===== src/design/mbps_pkg.sv =====
// shared types, constants and register codes for the masked byte pattern search
package mbps_pkg;

  localparam int MAX_PATTERN = 16;
  localparam int OFFSET_BITS = 32;
  localparam int BYTE_W      = 8;
  localparam int LEN_W       = 5;
  localparam int IDX_W       = $clog2(MAX_PATTERN);
  localparam int CFG_IDX_W   = 3;
  localparam int CFG_DATA_W  = 64;
  localparam int MATCH_OFF_W = 32;
  localparam int PAT_W       = 2 * CFG_DATA_W;

  typedef enum logic [CFG_IDX_W-1:0] {
    CFG_PATTERN_LOW  = 3'd0,
    CFG_PATTERN_HIGH = 3'd1,
    CFG_MASK_LOW     = 3'd2,
    CFG_MASK_HIGH    = 3'd3,
    CFG_PATTERN_LEN  = 3'd4
  } cfg_reg_t;

  typedef struct packed {
    logic [BYTE_W-1:0] data_byte;
    logic              last_byte;
  } in_item_t;

  typedef struct packed {
    logic                   found;
    logic [MATCH_OFF_W-1:0] match_offset;
    logic                   overflow;
  } out_item_t;

  // per-cycle control for the window cells
  typedef struct packed {
    logic shift;
    logic flush;
  } cell_ctl_t;

endpackage


===== src/design/mbps_cell.sv =====
// one window cell: holds a buffer byte and its fill flag, compares its incoming byte
module mbps_cell (
  input  logic                      clk,
  input  logic                      rst_n,
  input  mbps_pkg::cell_ctl_t       ctl,
  input  logic [mbps_pkg::BYTE_W-1:0] byte_in,
  input  logic                      valid_in,
  input  logic [mbps_pkg::BYTE_W-1:0] pat,
  input  logic [mbps_pkg::BYTE_W-1:0] msk,
  input  logic                      active,
  output logic [mbps_pkg::BYTE_W-1:0] byte_r,
  output logic                      valid_r,
  output logic                      hit
);

  logic valid_nxt;

  // compare uses the byte this cell holds after the shift
  assign hit = !active || (valid_in && (((byte_in ^ pat) & msk) == '0));

  always_comb begin
    valid_nxt = valid_r;
    if (ctl.flush) begin
      valid_nxt = 1'b0;
    end else if (ctl.shift) begin
      valid_nxt = valid_in;
    end
  end

  always_ff @(posedge clk) begin
    if (!rst_n) begin
      valid_r <= 1'b0;
    end else begin
      valid_r <= valid_nxt;
    end
  end

  always_ff @(posedge clk) begin
    if (ctl.shift) begin
      byte_r <= byte_in;
    end
  end

endmodule


===== src/design/mbps_out_stage.sv =====
// result holding register between the search logic and the output channel
module mbps_out_stage (
  input  logic                clk,
  input  logic                rst_n,
  input  logic                load,
  input  mbps_pkg::out_item_t load_data,
  output logic                busy,
  output logic                out_valid,
  input  logic                out_stall,
  output mbps_pkg::out_item_t out_data
);

  logic                valid_r;
  logic                valid_nxt;
  mbps_pkg::out_item_t data_r;

  // full and not drained this cycle
  assign busy      = valid_r && out_stall;
  assign out_valid = valid_r;
  assign out_data  = data_r;

  always_comb begin
    valid_nxt = valid_r;
    if (load) begin
      valid_nxt = 1'b1;
    end else if (valid_r && !out_stall) begin
      valid_nxt = 1'b0;
    end
  end

  always_ff @(posedge clk) begin
    if (!rst_n) begin
      valid_r <= 1'b0;
    end else begin
      valid_r <= valid_nxt;
    end
  end

  always_ff @(posedge clk) begin
    if (load) begin
      data_r <= load_data;
    end
  end

endmodule


===== src/design/masked_byte_pattern_search.sv =====
// top level of the masked byte pattern search over a streamed byte buffer
// throughput: one byte per cycle, also across buffer boundaries, unless a held result stalls the input
// latency: the result of a buffer is valid the cycle after its last byte is taken
// the per-cycle work is one shift of the cell row plus a parallel masked compare
// reset (rst_n low, synchronous) clears configuration, fill flags, counters and output
// no clearing pass: the block takes bytes in the first cycle after reset
module masked_byte_pattern_search (
  input  logic                          clk,
  input  logic                          rst_n,
  input  logic                          in_valid,
  output logic                          in_stall,
  input  mbps_pkg::in_item_t            in_data,
  output logic                          out_valid,
  input  logic                          out_stall,
  output mbps_pkg::out_item_t           out_data,
  input  logic                          cfg_valid,
  output logic                          cfg_ready,
  input  logic [mbps_pkg::CFG_IDX_W-1:0]  cfg_index,
  input  logic [mbps_pkg::CFG_DATA_W-1:0] cfg_data
);

  localparam int NCELL = mbps_pkg::MAX_PATTERN;
  localparam int BW    = mbps_pkg::BYTE_W;
  localparam int OW    = mbps_pkg::OFFSET_BITS;
  localparam int LW    = mbps_pkg::LEN_W;

  // configuration registers
  logic [mbps_pkg::CFG_DATA_W-1:0] pat_lo_r, pat_hi_r, msk_lo_r, msk_hi_r;
  logic [LW-1:0]                   len_r;
  logic                            cfg_we;

  // per-buffer state
  logic [OW-1:0] cnt_r, cnt_nxt;
  logic          ovf_r, ovf_nxt;
  logic          seen_r, seen_nxt;
  logic [OW-1:0] first_r, first_nxt;

  // cell row
  mbps_pkg::cell_ctl_t ctl;
  logic [BW-1:0]       cell_pat [NCELL];
  logic [BW-1:0]       cell_msk [NCELL];
  logic [NCELL-1:0]    cell_act;
  logic [BW-1:0]       win_byte [NCELL];
  logic [NCELL-1:0]    win_valid;
  logic [NCELL-1:0]    hit;

  logic                in_accept;
  logic                last_txn;
  logic                cnt_sat;
  logic                len_ok;
  logic                match_now;
  logic [OW-1:0]       cnt_new;
  logic                ovf_new;
  logic                out_busy;
  mbps_pkg::out_item_t result;

  // ---------------------------------------------------------------------------
  // configuration port: always ready, unknown indexes are dropped
  // ---------------------------------------------------------------------------
  assign cfg_ready = 1'b1;
  assign cfg_we    = cfg_valid && cfg_ready;

  always_ff @(posedge clk) begin
    if (!rst_n) begin
      pat_lo_r <= '0;
      pat_hi_r <= '0;
      msk_lo_r <= '0;
      msk_hi_r <= '0;
      len_r    <= '0;
    end else if (cfg_we) begin
      unique case (mbps_pkg::cfg_reg_t'(cfg_index))
        mbps_pkg::CFG_PATTERN_LOW:  pat_lo_r <= cfg_data;
        mbps_pkg::CFG_PATTERN_HIGH: pat_hi_r <= cfg_data;
        mbps_pkg::CFG_MASK_LOW:     msk_lo_r <= cfg_data;
        mbps_pkg::CFG_MASK_HIGH:    msk_hi_r <= cfg_data;
        mbps_pkg::CFG_PATTERN_LEN:  len_r    <= cfg_data[LW-1:0];
        default: ;
      endcase
    end
  end

  // ---------------------------------------------------------------------------
  // pattern alignment: window cell i (newest byte at cell 0) is checked against
  // pattern byte len-1-i; cells at or beyond the length are left out
  // ---------------------------------------------------------------------------
  always_comb begin
    logic [mbps_pkg::PAT_W-1:0] pat_all;
    logic [mbps_pkg::PAT_W-1:0] msk_all;
    logic [LW-1:0]              k;
    pat_all = {pat_hi_r, pat_lo_r};
    msk_all = {msk_hi_r, msk_lo_r};
    for (int i = 0; i < NCELL; i++) begin
      k           = len_r - LW'(1) - LW'(i);
      cell_pat[i] = pat_all[k[mbps_pkg::IDX_W-1:0] * BW +: BW];
      cell_msk[i] = msk_all[k[mbps_pkg::IDX_W-1:0] * BW +: BW];
      cell_act[i] = LW'(i) < len_r;
    end
  end

  // ---------------------------------------------------------------------------
  // input handshake: the only back pressure is a result still waiting downstream
  // ---------------------------------------------------------------------------
  assign in_stall  = out_busy;
  assign in_accept = in_valid && !in_stall;
  assign last_txn  = in_accept && in_data.last_byte;

  assign ctl.shift = in_accept;
  assign ctl.flush = last_txn;

  // ---------------------------------------------------------------------------
  // the cell row: bytes move one cell further per accepted transaction, and the
  // fill flags move with them so no position before the buffer start can match
  // ---------------------------------------------------------------------------
  for (genvar g = 0; g < NCELL; g++) begin : g_cell
    logic [BW-1:0] byte_in;
    logic          valid_in;

    if (g == 0) begin : g_head
      assign byte_in  = in_data.data_byte;
      assign valid_in = 1'b1;
    end else begin : g_body
      assign byte_in  = win_byte[g-1];
      assign valid_in = win_valid[g-1];
    end

    mbps_cell u_cell (
      .clk      (clk),
      .rst_n    (rst_n),
      .ctl      (ctl),
      .byte_in  (byte_in),
      .valid_in (valid_in),
      .pat      (cell_pat[g]),
      .msk      (cell_msk[g]),
      .active   (cell_act[g]),
      .byte_r   (win_byte[g]),
      .valid_r  (win_valid[g]),
      .hit      (hit[g])
    );
  end

  // ---------------------------------------------------------------------------
  // byte counter, saturating; a byte taken at full count marks overflow
  // ---------------------------------------------------------------------------
  assign cnt_sat = &cnt_r;
  assign cnt_new = cnt_sat ? cnt_r : cnt_r + OW'(1);
  assign ovf_new = ovf_r || cnt_sat;

  // zero length and lengths beyond the cell row never match
  assign len_ok    = (len_r != '0) && (len_r <= LW'(NCELL));
  assign match_now = in_accept && len_ok && (&hit) && !ovf_new && !seen_r;

  // result of the buffer, including a match found on its last byte
  always_comb begin
    result.found        = seen_r || match_now;
    result.match_offset = '0;
    if (match_now) begin
      result.match_offset = mbps_pkg::MATCH_OFF_W'(cnt_new - OW'(len_r));
    end else if (seen_r) begin
      result.match_offset = mbps_pkg::MATCH_OFF_W'(first_r);
    end
    result.overflow     = ovf_new;
  end

  // per-buffer state update, cleared after the last byte
  always_comb begin
    cnt_nxt   = cnt_r;
    ovf_nxt   = ovf_r;
    seen_nxt  = seen_r;
    first_nxt = first_r;
    if (last_txn) begin
      cnt_nxt   = '0;
      ovf_nxt   = 1'b0;
      seen_nxt  = 1'b0;
      first_nxt = '0;
    end else if (in_accept) begin
      cnt_nxt = cnt_new;
      ovf_nxt = ovf_new;
      if (match_now) begin
        seen_nxt  = 1'b1;
        first_nxt = cnt_new - OW'(len_r);
      end
    end
  end

  always_ff @(posedge clk) begin
    if (!rst_n) begin
      cnt_r   <= '0;
      ovf_r   <= 1'b0;
      seen_r  <= 1'b0;
      first_r <= '0;
    end else begin
      cnt_r   <= cnt_nxt;
      ovf_r   <= ovf_nxt;
      seen_r  <= seen_nxt;
      first_r <= first_nxt;
    end
  end

  // ---------------------------------------------------------------------------
  // output register: holds one result while the next buffer streams in
  // ---------------------------------------------------------------------------
  mbps_out_stage u_out (
    .clk       (clk),
    .rst_n     (rst_n),
    .load      (last_txn),
    .load_data (result),
    .busy      (out_busy),
    .out_valid (out_valid),
    .out_stall (out_stall),
    .out_data  (out_data)
  );

  // ---------------------------------------------------------------------------
  // checks
  // ---------------------------------------------------------------------------

  // the last byte of a buffer always yields a result on the next cycle
  a_last_gives_result: assert property (@(posedge clk) disable iff (!rst_n)
    last_txn |=> out_valid)
    else $error("no result after last byte");

  // a not-found result reports a zero offset
  a_no_match_zero_offset: assert property (@(posedge clk) disable iff (!rst_n)
    (out_valid && !out_data.found) |-> (out_data.match_offset == '0))
    else $error("offset set without match");

  // fill flags: cell 1 is filled only when the newest cell 0 is filled
  a_fill_contiguous: assert property (@(posedge clk) disable iff (!rst_n)
    win_valid[1] |-> win_valid[0])
    else $error("fill flags out of order");

  // fill flags and counter agree at the start of a buffer
  a_empty_buffer: assert property (@(posedge clk) disable iff (!rst_n)
    (cnt_r == '0) |-> (!win_valid[0] && !seen_r && !ovf_r))
    else $error("stale state at buffer start");

  // a recorded match never sits beyond the bytes counted so far
  a_offset_in_range: assert property (@(posedge clk) disable iff (!rst_n)
    seen_r |-> (first_r < cnt_r))
    else $error("match offset beyond byte count");

endmodule


===== config.mk =====
export PLATFORM = sky130hd
export DESIGN_NAME = masked_byte_pattern_search
export DESIGN_NICKNAME = d
export VERILOG_FILES = /design/src/design/mbps_pkg.sv /design/src/design/mbps_cell.sv /design/src/design/mbps_out_stage.sv /design/src/design/masked_byte_pattern_search.sv
export SDC_FILE = /design/constraint.sdc
export NUM_CORES = 2
export LEC_CHECK = 0
export BUFFER_PORTS_ARGS = -buffer_cell sky130_fd_sc_hd__buf_2
export CORE_MARGIN = 10
export CORE_UTILIZATION = 30
export CTS_CLUSTER_SIZE = 10
export DETAILED_ROUTE_END_ITERATION = 7
export GPL_ROUTABILITY_DRIVEN = 1
export GPL_TIMING_DRIVEN = 0
export SYNTH_ARGS = -nofsm -noshare
export SYNTH_HDL_FRONTEND = slang
export SYNTH_HIERARCHICAL = 1
export SYNTH_SLANG_ARGS = --single-unit

===== constraint.sdc =====
create_clock -name clk -period 8.9 [get_ports clk]
set_input_delay 2.67 -clock clk [delete_from_list [all_inputs] [get_ports clk]]
set_output_delay 2.67 -clock clk [all_outputs]
set_load 0.1 [all_outputs]

==> out/qor.yml <==
slew-limit-headroom_pct: 3.58
min-delay-path-class: "reg -> reg"
drt-met1-wl_mm: 61.5
setup_viol: 0
ir_drop_v: 0.000174
fin_crit_ns: 8.78
max_freq_mhz: 114
clk_pin_slew_ns: 0.06
gr-usage-all-layers_pct: 23.9
n_fill_cell: 11200
highest_layer: "met4"
p_leak_nw: 13.4
drt_iter0_drc: 3459
crit_type: "reg -> reg"
die_area_um2: 125000
vias: 27600
start_util_pct: 30.1
routed_wl_mm: 155
dp_hpwl_mm: 129
area_delta_synth_final_pct: 13.6
grt_pass1_wl_mm: 212
final.setup.worst_slack_ns: 0.122
dp_slack_ns: -1.62
cts_tree: "built"
antenna_found_initial: 2
gp_congestion: 1.08
cts_made_buffers: 61
multi_input_area_um2: 20700
grt_pass1_vias: 25700
worst_slew_pin_slew_ns: 1.44
syn_inst: 3142
clock_skew_ns: 0.0326
drc: 0
cts_num_sinks: 497
end_kind: "flip-flop"
maxCapViolations: 0
root_buffer: "clkbuf_16"
finalSetupTns_ns: 0
fp.dieW_um: 353
drt-wirelength-per-cell_um: 31.9
wl_met2_mm: 66.9
htreeDepth: 2
rsz0062_at_grt: "false"
yosys_warnings: 6
crit_required_ns: 9.38
hold_violations: 0
avgSynthCellArea_um2: 10.6
via_per_inst: 5.70
start_kind: "flip-flop"
seqCellArea_um2: 11500
instances_no_fill: 4853
mostFrequentLayoutCell: "nand2_1"
hold_buffers: 0
crit_fanout: 10
grt_start_max_net_pins: 58
port_buffers: 115
fp.dieH_um: 353
nNetsFinal: 3421
cp.arrival_ns: 9.26
antenna_left: 0
num_rows: 122
finalCritPeriodShare_pct: 98.6
cts_buffer_depth: 3
synthesis.area_um2: 33200
drive_gt1_share_pct: 16.7
route.met3.wl_mm: 16.4
overflow: 0
slew_violations: 0
cellPowerDensity_nw_per_um2: 155
final_util_pct: 34.2
coreArea_um2: 110000
mostFrequentLayoutCells: "nand2_1 (648), mux2i_1 (470), dfxtp_1 (343), mux4_2 (288), a21boi_0 (257)"
clk_latency_ns: 0.68
status: "finished clean"
dp.cells: 4751
dr.pass1.iters: 8
post_cts_buffers: 0
io_pins: 118
[final timing paths]
path | from | end | slack (ns) | cells past startpoint
setup reg to reg | len_r[0]$_SDFFE_PN0P_ | u_out/out_data[30]$_DFFE_PP_ | 0.12 | 25
setup / recovery | len_r[0]$_SDFFE_PN0P_ | u_out/out_data[30]$_DFFE_PP_ | 0.12 | 25
hold reg to reg | first_r[9]$_SDFFE_PP0P_ | first_r[9]$_SDFFE_PP0P_ | 0.45 | 2
hold / removal | first_r[9]$_SDFFE_PP0P_ | first_r[9]$_SDFFE_PP0P_ | 0.45 | 2
[metal layers]
layer  vias to the layer above  GRT usage [%]
li1                      12000              -
met1                     13800           30.3
met2                      1579           36.4
met3                       292           7.17
met4                         0           12.9
met5                         -              0
[sequential cells by signal (all words and copies together), names as in the netlist, 5 cells and up]
register / flops
g_cell.u_cell/byte_r: 120
pat_hi_r: 64
len_r: 5
cnt_r: 32
g_cell.u_cell/valid_r: 15
first_r: 32
msk_hi_r: 64
msk_lo_r: 64
pat_lo_r: 64
u_out/out_data: 34
[power by group]
part / switching, mW / internal (mW)
Combinational: 0.589 / 0.316
Sequential: 0.0911 / 2.41
Clock: 1.03 / 1.41
Total: 1.71 / 4.14
[final cells by class]
type	count	share of cell area, %
Antenna cell	3	0.0199
Buffer	246	2.72
Clock buffer	90	4.66
Clock inverter	10	0.358
Inverter	31	0.308
Multi-Input combinational cell	2369	54.8
Sequential cell	497	30.4
Tap cell	1488	4.93
Timing Repair Buffer	119	1.76
[worst max-delay path, cell delays in order (launching register included)]
cell	delay (ns)
dfxtp_1	0.55
clkbuf_2	0.37
clkinv_1	0.30
ha_1	0.48
clkbuf_2	0.28
clkbuf_4	0.36
clkbuf_2	0.43
clkdlybuf4s15_2	0.55
inv_1	0.19
ha_1	0.33
clkbuf_1	0.25
clkdlybuf4s15_2	0.53
mux2i_1	0.30
mux2i_1	0.15
xor2_1	0.19
a22oi_1	0.31
nand4_1	0.31
o21ai_1	0.44
nand4_1	0.15
nor2_1	0.11
nand4_1	0.11
a2111oi_0	0.56
nand3_2	0.41
or2_2	0.40
clkbuf_1	0.19
o31ai_1	0.30
[stage by stage]
stage / hold slack [ns] / power [mW] / area (um2)
floorplan: 0.430 / 3.09 / 33200
global placement: 0.447 / 3.44 / 35700
detailed placement: 0.447 / 3.44 / 35800
CTS: 0.454 / 5.87 / 37700
global route: 0.472 / 6.00 / 37700
finish: 0.453 / 5.85 / 37700
[timing repair]
action                                 4_1_cts  5_1_grt
endpoints found under the hold margin        0        0
cloned                                       0        0
setup endpoints to repair                   66       51
resized for setup                           27       11
(Power assumes the default switching activity.)
